### src/design/pgtk_pkg.sv
// Shared types, codes and helpers of the per-group top-k score table.
`default_nettype none

package pgtk_pkg;

    // Width of the name field in bytes and the name every entry holds after reset
    localparam int unsigned NAME_BYTES = 3;
    localparam logic [23:0] RESET_NAME = 24'h2D2D2D;

    // Request kinds carried in the slave tuser
    typedef enum logic [1:0] {
        ACT_INSERT  = 2'd0,
        ACT_PROBE   = 2'd1,
        ACT_READ    = 2'd2,
        ACT_UNKNOWN = 2'd3
    } t_action;

    // Result codes carried in the master tuser
    typedef enum logic [1:0] {
        ST_OK      = 2'd0,
        ST_MISS    = 2'd1,
        ST_INVALID = 2'd2
    } t_status;

    // Controller states
    typedef enum logic [1:0] {
        S_IDLE,
        S_FETCH,
        S_EXEC
    } t_state;

    // Commands from the controller to the datapath
    typedef struct packed {
        logic load;   // capture the accepted request
        logic fetch;  // read the addressed group row
        logic exec;   // compare, update the row and load the result register
    } t_cmd;

    // Keep the leading nchars bytes, stop at the first zero byte
    function automatic logic [23:0] trim_name(input logic [23:0] raw, input int nchars);
        logic [23:0] kept;
        logic        ended;
        logic [7:0]  ch;
        kept  = '0;
        ended = 1'b0;
        for (int i = 0; i < NAME_BYTES; i++) begin
            ch = raw[8*(NAME_BYTES-1-i) +: 8];
            if (ch == 8'd0 || i >= nchars) begin
                ended = 1'b1;
            end
            if (!ended) begin
                kept[8*(NAME_BYTES-1-i) +: 8] = ch;
            end
        end
        return kept;
    endfunction

endpackage

`default_nettype wire

### src/design/pgtk_ctrl.sv
// Controller of the top-k table: sequences fetch and execute and owns the result valid.
`default_nettype none

module pgtk_ctrl (
    input  wire             i_clk,
    input  wire             i_rst_n,
    input  wire             s_axis_tvalid,
    output logic            s_axis_tready,
    output logic            m_axis_tvalid,
    input  wire             m_axis_tready,
    output pgtk_pkg::t_cmd  o_cmd
);
    import pgtk_pkg::*;

    t_state r_state;
    t_state n_state;
    logic   r_out_valid;
    logic   n_out_valid;
    logic   w_out_free;

    // Result register can take a new transaction this cycle
    assign w_out_free = !r_out_valid || m_axis_tready;

    // Next state
    always_comb begin
        n_state = r_state;
        unique case (r_state)
            S_IDLE: begin
                if (s_axis_tvalid) begin
                    n_state = S_FETCH;
                end
            end
            S_FETCH: begin
                n_state = S_EXEC;
            end
            S_EXEC: begin
                if (w_out_free) begin
                    n_state = S_IDLE;
                end
            end
            default: begin
                n_state = S_IDLE;
            end
        endcase
    end

    // Outputs of the state machine
    always_comb begin
        s_axis_tready = 1'b0;
        o_cmd         = '0;
        unique case (r_state)
            S_IDLE: begin
                s_axis_tready = 1'b1;
                o_cmd.load    = s_axis_tvalid;
            end
            S_FETCH: begin
                o_cmd.fetch = 1'b1;
            end
            S_EXEC: begin
                o_cmd.exec = w_out_free;
            end
            default: begin
                o_cmd = '0;
            end
        endcase
    end

    // Result valid: set on execute, drop once the transaction is taken
    always_comb begin
        n_out_valid = r_out_valid;
        if (m_axis_tready) begin
            n_out_valid = 1'b0;
        end
        if (o_cmd.exec) begin
            n_out_valid = 1'b1;
        end
    end

    assign m_axis_tvalid = r_out_valid;

    always_ff @(posedge i_clk) begin
        if (!i_rst_n) begin
            r_state     <= S_IDLE;
            r_out_valid <= 1'b0;
        end else begin
            r_state     <= n_state;
            r_out_valid <= n_out_valid;
        end
    end

endmodule

`default_nettype wire

### src/design/pgtk_datapath.sv
// Datapath of the top-k table: row memory, rank search, shift-insert and result register.
`default_nettype none

module pgtk_datapath #(
    parameter int GROUPS     = 3,
    parameter int SLOTS      = 3,
    parameter int NAME_CHARS = 3
) (
    input  wire             i_clk,
    input  wire             i_rst_n,
    input  pgtk_pkg::t_cmd  i_cmd,
    input  wire  [1:0]      i_action,
    input  wire  [1:0]      i_group,
    input  wire  [1:0]      i_slot,
    input  wire  [23:0]     i_entry_name,
    input  wire  [31:0]     i_entry_score,
    output logic [1:0]      o_status,
    output logic [1:0]      o_rank,
    output logic [23:0]     o_read_name,
    output logic [31:0]     o_read_score
);
    import pgtk_pkg::*;

    localparam int GW  = (GROUPS > 1) ? $clog2(GROUPS) : 1;
    localparam int SW  = (SLOTS > 1) ? $clog2(SLOTS) : 1;
    localparam int GXW = (GW > 2) ? GW : 2;
    localparam int SXW = (SW > 2) ? SW : 2;

    // Row memory: one row per group, all slots of the group side by side
    logic [SLOTS*24-1:0] r_mem_name  [GROUPS];
    logic [SLOTS*32-1:0] r_mem_score [GROUPS];
    logic [GROUPS-1:0]   r_row_valid;

    // Captured request
    t_action     r_action;
    logic [1:0]  r_group;
    logic [1:0]  r_slot;
    logic [23:0] r_name;
    logic [31:0] r_score;

    // Registered row read
    logic [SLOTS*24-1:0] r_rd_name;
    logic [SLOTS*32-1:0] r_rd_score;

    // Result register
    t_status     r_status;
    logic [1:0]  r_rank;
    logic [23:0] r_read_name;
    logic [31:0] r_read_score;

    logic [GXW-1:0]      w_gx;
    logic [GW-1:0]       w_gidx;
    logic [SXW-1:0]      w_sx;
    logic [SW-1:0]       w_sidx;
    logic                w_grp_ok;
    logic                w_slot_ok;
    logic [23:0]         w_rn [SLOTS];
    logic [31:0]         w_rs [SLOTS];
    logic [SLOTS-1:0]    w_hit;
    logic                w_found;
    logic [SW-1:0]       w_pos;
    logic [SXW-1:0]      w_posx;
    logic [23:0]         w_new_name;
    logic [SLOTS*24-1:0] w_wr_name;
    logic [SLOTS*32-1:0] w_wr_score;
    logic                w_wr_en;
    t_status             n_status;
    logic [1:0]          n_rank;
    logic [23:0]         n_read_name;
    logic [31:0]         n_read_score;

    // Index and range checks on the captured request
    assign w_gx      = GXW'(r_group);
    assign w_gidx    = w_gx[GW-1:0];
    assign w_sx      = SXW'(r_slot);
    assign w_sidx    = w_sx[SW-1:0];
    assign w_grp_ok  = ({30'd0, r_group} < 32'(GROUPS));
    assign w_slot_ok = ({30'd0, r_slot} < 32'(SLOTS));

    // Capture the request on acceptance
    always_ff @(posedge i_clk) begin
        if (i_cmd.load) begin
            r_action <= t_action'(i_action);
            r_group  <= i_group;
            r_slot   <= i_slot;
            r_name   <= i_entry_name;
            r_score  <= i_entry_score;
        end
    end

    // Read the addressed row; a row never written reads as the reset contents
    always_ff @(posedge i_clk) begin
        if (i_cmd.fetch) begin
            if (w_grp_ok && r_row_valid[w_gidx]) begin
                r_rd_name  <= r_mem_name[w_gidx];
                r_rd_score <= r_mem_score[w_gidx];
            end else begin
                r_rd_name  <= {SLOTS{RESET_NAME}};
                r_rd_score <= '0;
            end
        end
    end

    // Split the row and compare every slot against the new score
    always_comb begin
        for (int p = 0; p < SLOTS; p++) begin
            w_rn[p]  = r_rd_name[p*24 +: 24];
            w_rs[p]  = r_rd_score[p*32 +: 32];
            w_hit[p] = (r_score > w_rs[p]);
        end
    end

    // First slot with a strictly lower score
    always_comb begin
        w_found = |w_hit;
        w_pos   = '0;
        for (int p = SLOTS - 1; p >= 0; p--) begin
            if (w_hit[p]) begin
                w_pos = SW'(p);
            end
        end
    end

    assign w_posx     = SXW'(w_pos);
    assign w_new_name = trim_name(r_name, NAME_CHARS);

    // Shift weaker entries down and place the new one
    always_comb begin
        for (int p = 0; p < SLOTS; p++) begin
            if (p < int'(w_pos) || p == 0) begin
                w_wr_name[p*24 +: 24]  = w_rn[p];
                w_wr_score[p*32 +: 32] = w_rs[p];
            end else begin
                w_wr_name[p*24 +: 24]  = w_rn[(p > 0) ? p - 1 : 0];
                w_wr_score[p*32 +: 32] = w_rs[(p > 0) ? p - 1 : 0];
            end
            if (p == int'(w_pos)) begin
                w_wr_name[p*24 +: 24]  = w_new_name;
                w_wr_score[p*32 +: 32] = r_score;
            end
        end
    end

    // Decode the request into its result
    always_comb begin
        n_status     = ST_INVALID;
        n_rank       = '0;
        n_read_name  = '0;
        n_read_score = '0;
        w_wr_en      = 1'b0;
        unique case (r_action)
            ACT_INSERT, ACT_PROBE: begin
                if (w_grp_ok) begin
                    if (w_found) begin
                        n_status = ST_OK;
                        n_rank   = w_posx[1:0];
                        w_wr_en  = (r_action == ACT_INSERT);
                    end else begin
                        n_status = ST_MISS;
                    end
                end
            end
            ACT_READ: begin
                if (w_grp_ok && w_slot_ok) begin
                    n_status     = ST_OK;
                    n_read_name  = w_rn[w_sidx];
                    n_read_score = w_rs[w_sidx];
                end
            end
            default: begin
                n_status = ST_INVALID;
            end
        endcase
    end

    // Write back the updated row
    always_ff @(posedge i_clk) begin
        if (i_cmd.exec && w_wr_en) begin
            r_mem_name[w_gidx]  <= w_wr_name;
            r_mem_score[w_gidx] <= w_wr_score;
        end
    end

    // Mark rows that hold written contents
    always_ff @(posedge i_clk) begin
        if (!i_rst_n) begin
            r_row_valid <= '0;
        end else if (i_cmd.exec && w_wr_en) begin
            r_row_valid[w_gidx] <= 1'b1;
        end
    end

    // Load the result register
    always_ff @(posedge i_clk) begin
        if (i_cmd.exec) begin
            r_status     <= n_status;
            r_rank       <= n_rank;
            r_read_name  <= n_read_name;
            r_read_score <= n_read_score;
        end
    end

    assign o_status     = r_status;
    assign o_rank       = r_rank;
    assign o_read_name  = r_read_name;
    assign o_read_score = r_read_score;

endmodule

`default_nettype wire

### src/design/per_group_top_k_table_core.sv
// Top level of the per-group top-k score table: stream ports, controller and datapath.
// An accepted request goes through the registered row read, then the compare-and-shift
// step, which loads the result and sets result valid; a new request is accepted only once
// the previous one is through execute, and execute waits while the previous result is not taken.
// Reset: synchronous, active low; clears control state and the row valid bits, so every
// list reads as name "---" and score 0 at once, with no clearing pass.
`default_nettype none

module per_group_top_k_table_core #(
    parameter int GROUPS     = 3,
    parameter int SLOTS      = 3,
    parameter int NAME_CHARS = 3
) (
    input  wire         i_clk,
    input  wire         i_rst_n,
    input  wire         s_axis_tvalid,
    output logic        s_axis_tready,
    input  wire  [63:0] s_axis_tdata,   // group[1:0], slot[3:2], entry_name[27:4],
                                        // entry_score[59:28], zero[63:60]
    input  wire  [1:0]  s_axis_tuser,   // action[1:0]
    output logic        m_axis_tvalid,
    input  wire         m_axis_tready,
    output logic [63:0] m_axis_tdata,   // rank[1:0], read_name[25:2], read_score[57:26],
                                        // zero[63:58]
    output logic [1:0]  m_axis_tuser    // status[1:0]
);
    import pgtk_pkg::*;

    t_cmd        w_cmd;
    logic [1:0]  w_rank;
    logic [23:0] w_read_name;
    logic [31:0] w_read_score;

    pgtk_ctrl u_ctrl (
        .i_clk         (i_clk),
        .i_rst_n       (i_rst_n),
        .s_axis_tvalid (s_axis_tvalid),
        .s_axis_tready (s_axis_tready),
        .m_axis_tvalid (m_axis_tvalid),
        .m_axis_tready (m_axis_tready),
        .o_cmd         (w_cmd)
    );

    pgtk_datapath #(
        .GROUPS     (GROUPS),
        .SLOTS      (SLOTS),
        .NAME_CHARS (NAME_CHARS)
    ) u_datapath (
        .i_clk         (i_clk),
        .i_rst_n       (i_rst_n),
        .i_cmd         (w_cmd),
        .i_action      (s_axis_tuser),
        .i_group       (s_axis_tdata[1:0]),
        .i_slot        (s_axis_tdata[3:2]),
        .i_entry_name  (s_axis_tdata[27:4]),
        .i_entry_score (s_axis_tdata[59:28]),
        .o_status      (m_axis_tuser),
        .o_rank        (w_rank),
        .o_read_name   (w_read_name),
        .o_read_score  (w_read_score)
    );

    // Pack the result transaction
    assign m_axis_tdata = {6'd0, w_read_score, w_read_name, w_rank};

endmodule

`default_nettype wire

### config.mk
export PLATFORM = sky130hd
export DESIGN_NAME = per_group_top_k_table_core
export DESIGN_NICKNAME = d
export VERILOG_FILES = /design/src/design/pgtk_pkg.sv /design/src/design/pgtk_ctrl.sv /design/src/design/pgtk_datapath.sv /design/src/design/per_group_top_k_table_core.sv
export SDC_FILE = /design/constraint.sdc
export NUM_CORES = 1
export LEC_CHECK = 0
export BUFFER_PORTS_ARGS = -buffer_cell sky130_fd_sc_hd__buf_2
export CORE_ASPECT_RATIO = 1.75
export CORE_UTILIZATION = 30
export CTS_CLUSTER_DIAMETER = 40
export DETAILED_ROUTE_END_ITERATION = 12
export GPL_TIMING_DRIVEN = 0
export PLACE_DENSITY = 0.5
export SLEW_MARGIN = 20
export SYNTH_ARGS = -nofsm -noshare
export SYNTH_HDL_FRONTEND = slang
export SYNTH_SLANG_ARGS = --single-unit
### constraint.sdc
create_clock -name i_clk -period 13.89 [get_ports i_clk]
set_input_delay 1.389 -clock i_clk [delete_from_list [all_inputs] [get_ports i_clk]]
set_output_delay 1.389 -clock i_clk [all_outputs]
set_load 0.005 [all_outputs]
==> metrics.txt <==
first-pass GRT wire length=153000 um; Max-Slew Margin vs Limit=0.238; post-synthesis mux area share=0.110; CTS Buf Count=98; Synth-to-Final Area Change=20.5%; Sink Count=800; antenna violations before repair=1; Seq/Total Area, Yosys=0.692; EDFF count, synth=794; DR WL met3=4620 um; combinational family with the most area after synthesis=multiplexers; Flop pwr share=0.470; die width=259 um; Tot GR Track Use=0.181; DRC viols=0; synthesized area per cell=14.1 sq um; switching part of the total power=0.248; clock root buffer=clkbuf_16; endpoints failing hold=0; htree depth=3; RD Place Congestion=0.864; hold_buf cts=0; CP required=14.32 ns; M1 WL=40500 um; final core occ=0.365; vias in the first global route=22700; worst-margin pin slew=1.14 ns; Post-DP HPWL=76600 um; Initial Utilization=0.303; clock power share=0.447; row cnt=164; Tmin final=4.90 ns; most frequent cells in the layout=edfxtp_1 (794), nor2_1 (385), mux2i_1 (305); 1st-pass router iterations=6; fin nets=2895; multi-input logic area=0.00960 sq mm; Synth Cell Area=0.0346 sq mm; most common library cell in the layout ignoring fill and taps=edfxtp_1; io pins=138; RSZ-0062 raised after global routing=no; YS warnings=0; Final Cycle Share=0.353; routed length per instance=24.7 um; simple-gate portion of the synthesized area=0.0656; asr flop ratio synth=0; Reg clk slew, reported paths=0.06 ns; Final Setup Violations=0; DRT antenna net count=0; combinational power share=0.083; Int Pwr=4.41 mW; Post-CTS Repair Setup Buffers=0; share of cells above drive strength 1=0.157; Post-CTS Resized=0; compound-cell area share of the yosys netlist=0.0640; die area=0.117 sq mm; Hold Path Sink=u_datapath.r_row_valid[2]; Critical Path Start Type=flop; critical path data arrival time=5.34 ns; CTS tree=yes; max-slew violations=0; post-synth cell types=50; number of fill cells in the layout=10900; GRT overflow=0; hold depth=1; Leakage=15.2 nW; adder-cell share of the synthesized area=0.0347; total number of vias=21500; Max Clock Skew=0.0361 ns; Hold Path Class=reg2reg; port bufs=127; depth of the worst register-to-register path=12; pin count of the biggest net entering global routing=39; run status=complete, no violations; Core Region=0.114 sq mm; post-synthesis xor/xnor area fraction=0; CP Class=reg2reg; Worst Hold Launch=u_datapath.r_row_valid[2]; Starting DRT DRC Count=1569; final WL=106000 um; Psw=1.45 mW; Synth Flop Type=edfxtp_1; RR Endpoint=u_datapath.r_mem_name[2][6]; clock buffer depth=3; flops & latches, synth=800; Max Freq=0.204 GHz; Reg area=0.0240 sq mm; Worst Path Max Fanout=17; P per Cell Area=140 mW/mm^2; Crit. End Element=flop; DR WL met2=56300 um; cells after synthesis=2449; clk_lat worst skew=0.70 ns; Worst VDD drop=0.0880 mV; Worst setup startpoint=u_datapath.r_score[23]; Via-to-Cell Ratio=4.98; flop-to-flop setup slack=8.99 ns; Die Span Y=452 um; Top Layer Used=met4; Max-Cap Viols=0; total negative slack=0 ns; worst r2r src=u_datapath.r_score[23]
[sequential cells by signal, summed over array words and instances, names as in the netlist, 3 cells and up]
name / cells
u_datapath.r_name: 24
u_datapath.r_row_valid: 3
u_datapath.o_read_name: 24
u_datapath.r_mem_score: 288
u_datapath.r_rd_name: 72
u_datapath.o_read_score: 32
u_datapath.r_rd_score: 96
u_datapath.r_mem_name: 216
u_datapath.r_score: 32
[critical path: stages, from the launching register on]
cell and delay, ns:
edfxtp_1 0.50, ha_1 0.36, nand4_1 0.25, nor4_1 0.70, nand2_1 0.17, a22oi_1 0.29
and2_1 0.28, clkbuf_1 0.79, a41oi_4 0.43, buf_16 0.31, buf_16 0.18, buf_16 0.17
buf_16 0.17
[cell usage after synthesis, types with 15 or more instances]
cell type | count | area (sq um)
clkbuf_1 | 92 | 345
inv_1 | 154 | 578
nand2_1 | 62 | 233
nor2_1 | 385 | 1450
a221o_1 | 20 | 200
mux2_2 | 61 | 687
o211a_1 | 16 | 160
buf_1 | 15 | 56.3
a222oi_1 | 40 | 400
nand4_1 | 24 | 150
buf_4 | 15 | 113
a21oi_1 | 229 | 1150
ha_1 | 96 | 1200
mux2i_1 | 305 | 3050
edfxtp_1 | 794 | 23800
[worst max-delay path by stage]
stage,to,slack [ns]
floorplan,u_datapath.r_mem_name[0][0],2.65
global placement,u_datapath.r_mem_score[1][86],-6.79
detailed placement,u_datapath.r_mem_score[2][23],8.96
CTS,u_datapath.r_mem_score[2][89],8.94
global route,u_datapath.r_mem_name[2][6],8.90
finish,u_datapath.r_mem_name[2][6],8.99
[per-layer routing]
layer	up-vias	GRT usage
met2	648	0.333
met4	0	0.0888
li1	9688	-
met5	-	0
met1	10900	0.200
met3	229	0.0265
[cells by family after synthesis]
kind of cell	after synthesis
AOI/OAI and AO/OA	349
adders and majority gates	96
buffers and inverters	290
DFF	800
muxes	373
other	1
and+or+nand+nor	540
[power groups by stage]
stage / Sequential (mW) / Clock (mW) / Combinational, mW
floorplan: 2.80 / 0 / 0.285
global placement: 2.82 / 0 / 0.462
detailed placement: 2.80 / 0 / 0.491
CTS: 2.75 / 2.68 / 0.492
global route: 2.75 / 2.76 / 0.522
finish: 2.75 / 2.62 / 0.489
[metrics by stage]
| stage | instances | cell area (sq um) | setup WS (ns) | hold slack [ns] | power, mW |
|---|---|---|---|---|---|
| 6_report | 4306 | 41700 | 8.99 | 0.473 | 5.86 |
| 5_1_grt | 4306 | 41700 | 8.90 | 0.499 | 6.04 |
| 4_1_cts | 4305 | 41700 | 8.94 | 0.472 | 5.92 |
| 3_5_place_dp | 4123 | 38400 | 8.96 | 0.457 | 3.29 |
| 3_3_place_gp | 4075 | 37200 | -6.79 | 0.452 | 3.29 |
| 2_1_floorplan | 2454 | 34700 | 2.65 | 0.440 | 3.08 |
[area by class of cell]
class,count,area share
diodes,1,0.0000600
inverters,154,0.0139
clock inverters,69,0.0189
clock buffers,113,0.0609
plain buffers,136,0.0141
multi-input cells,1364,0.230
repair buffers,175,0.0431
well taps,1494,0.0448
flip-flops and latches,800,0.574
(Power assumes the default switching activity.)
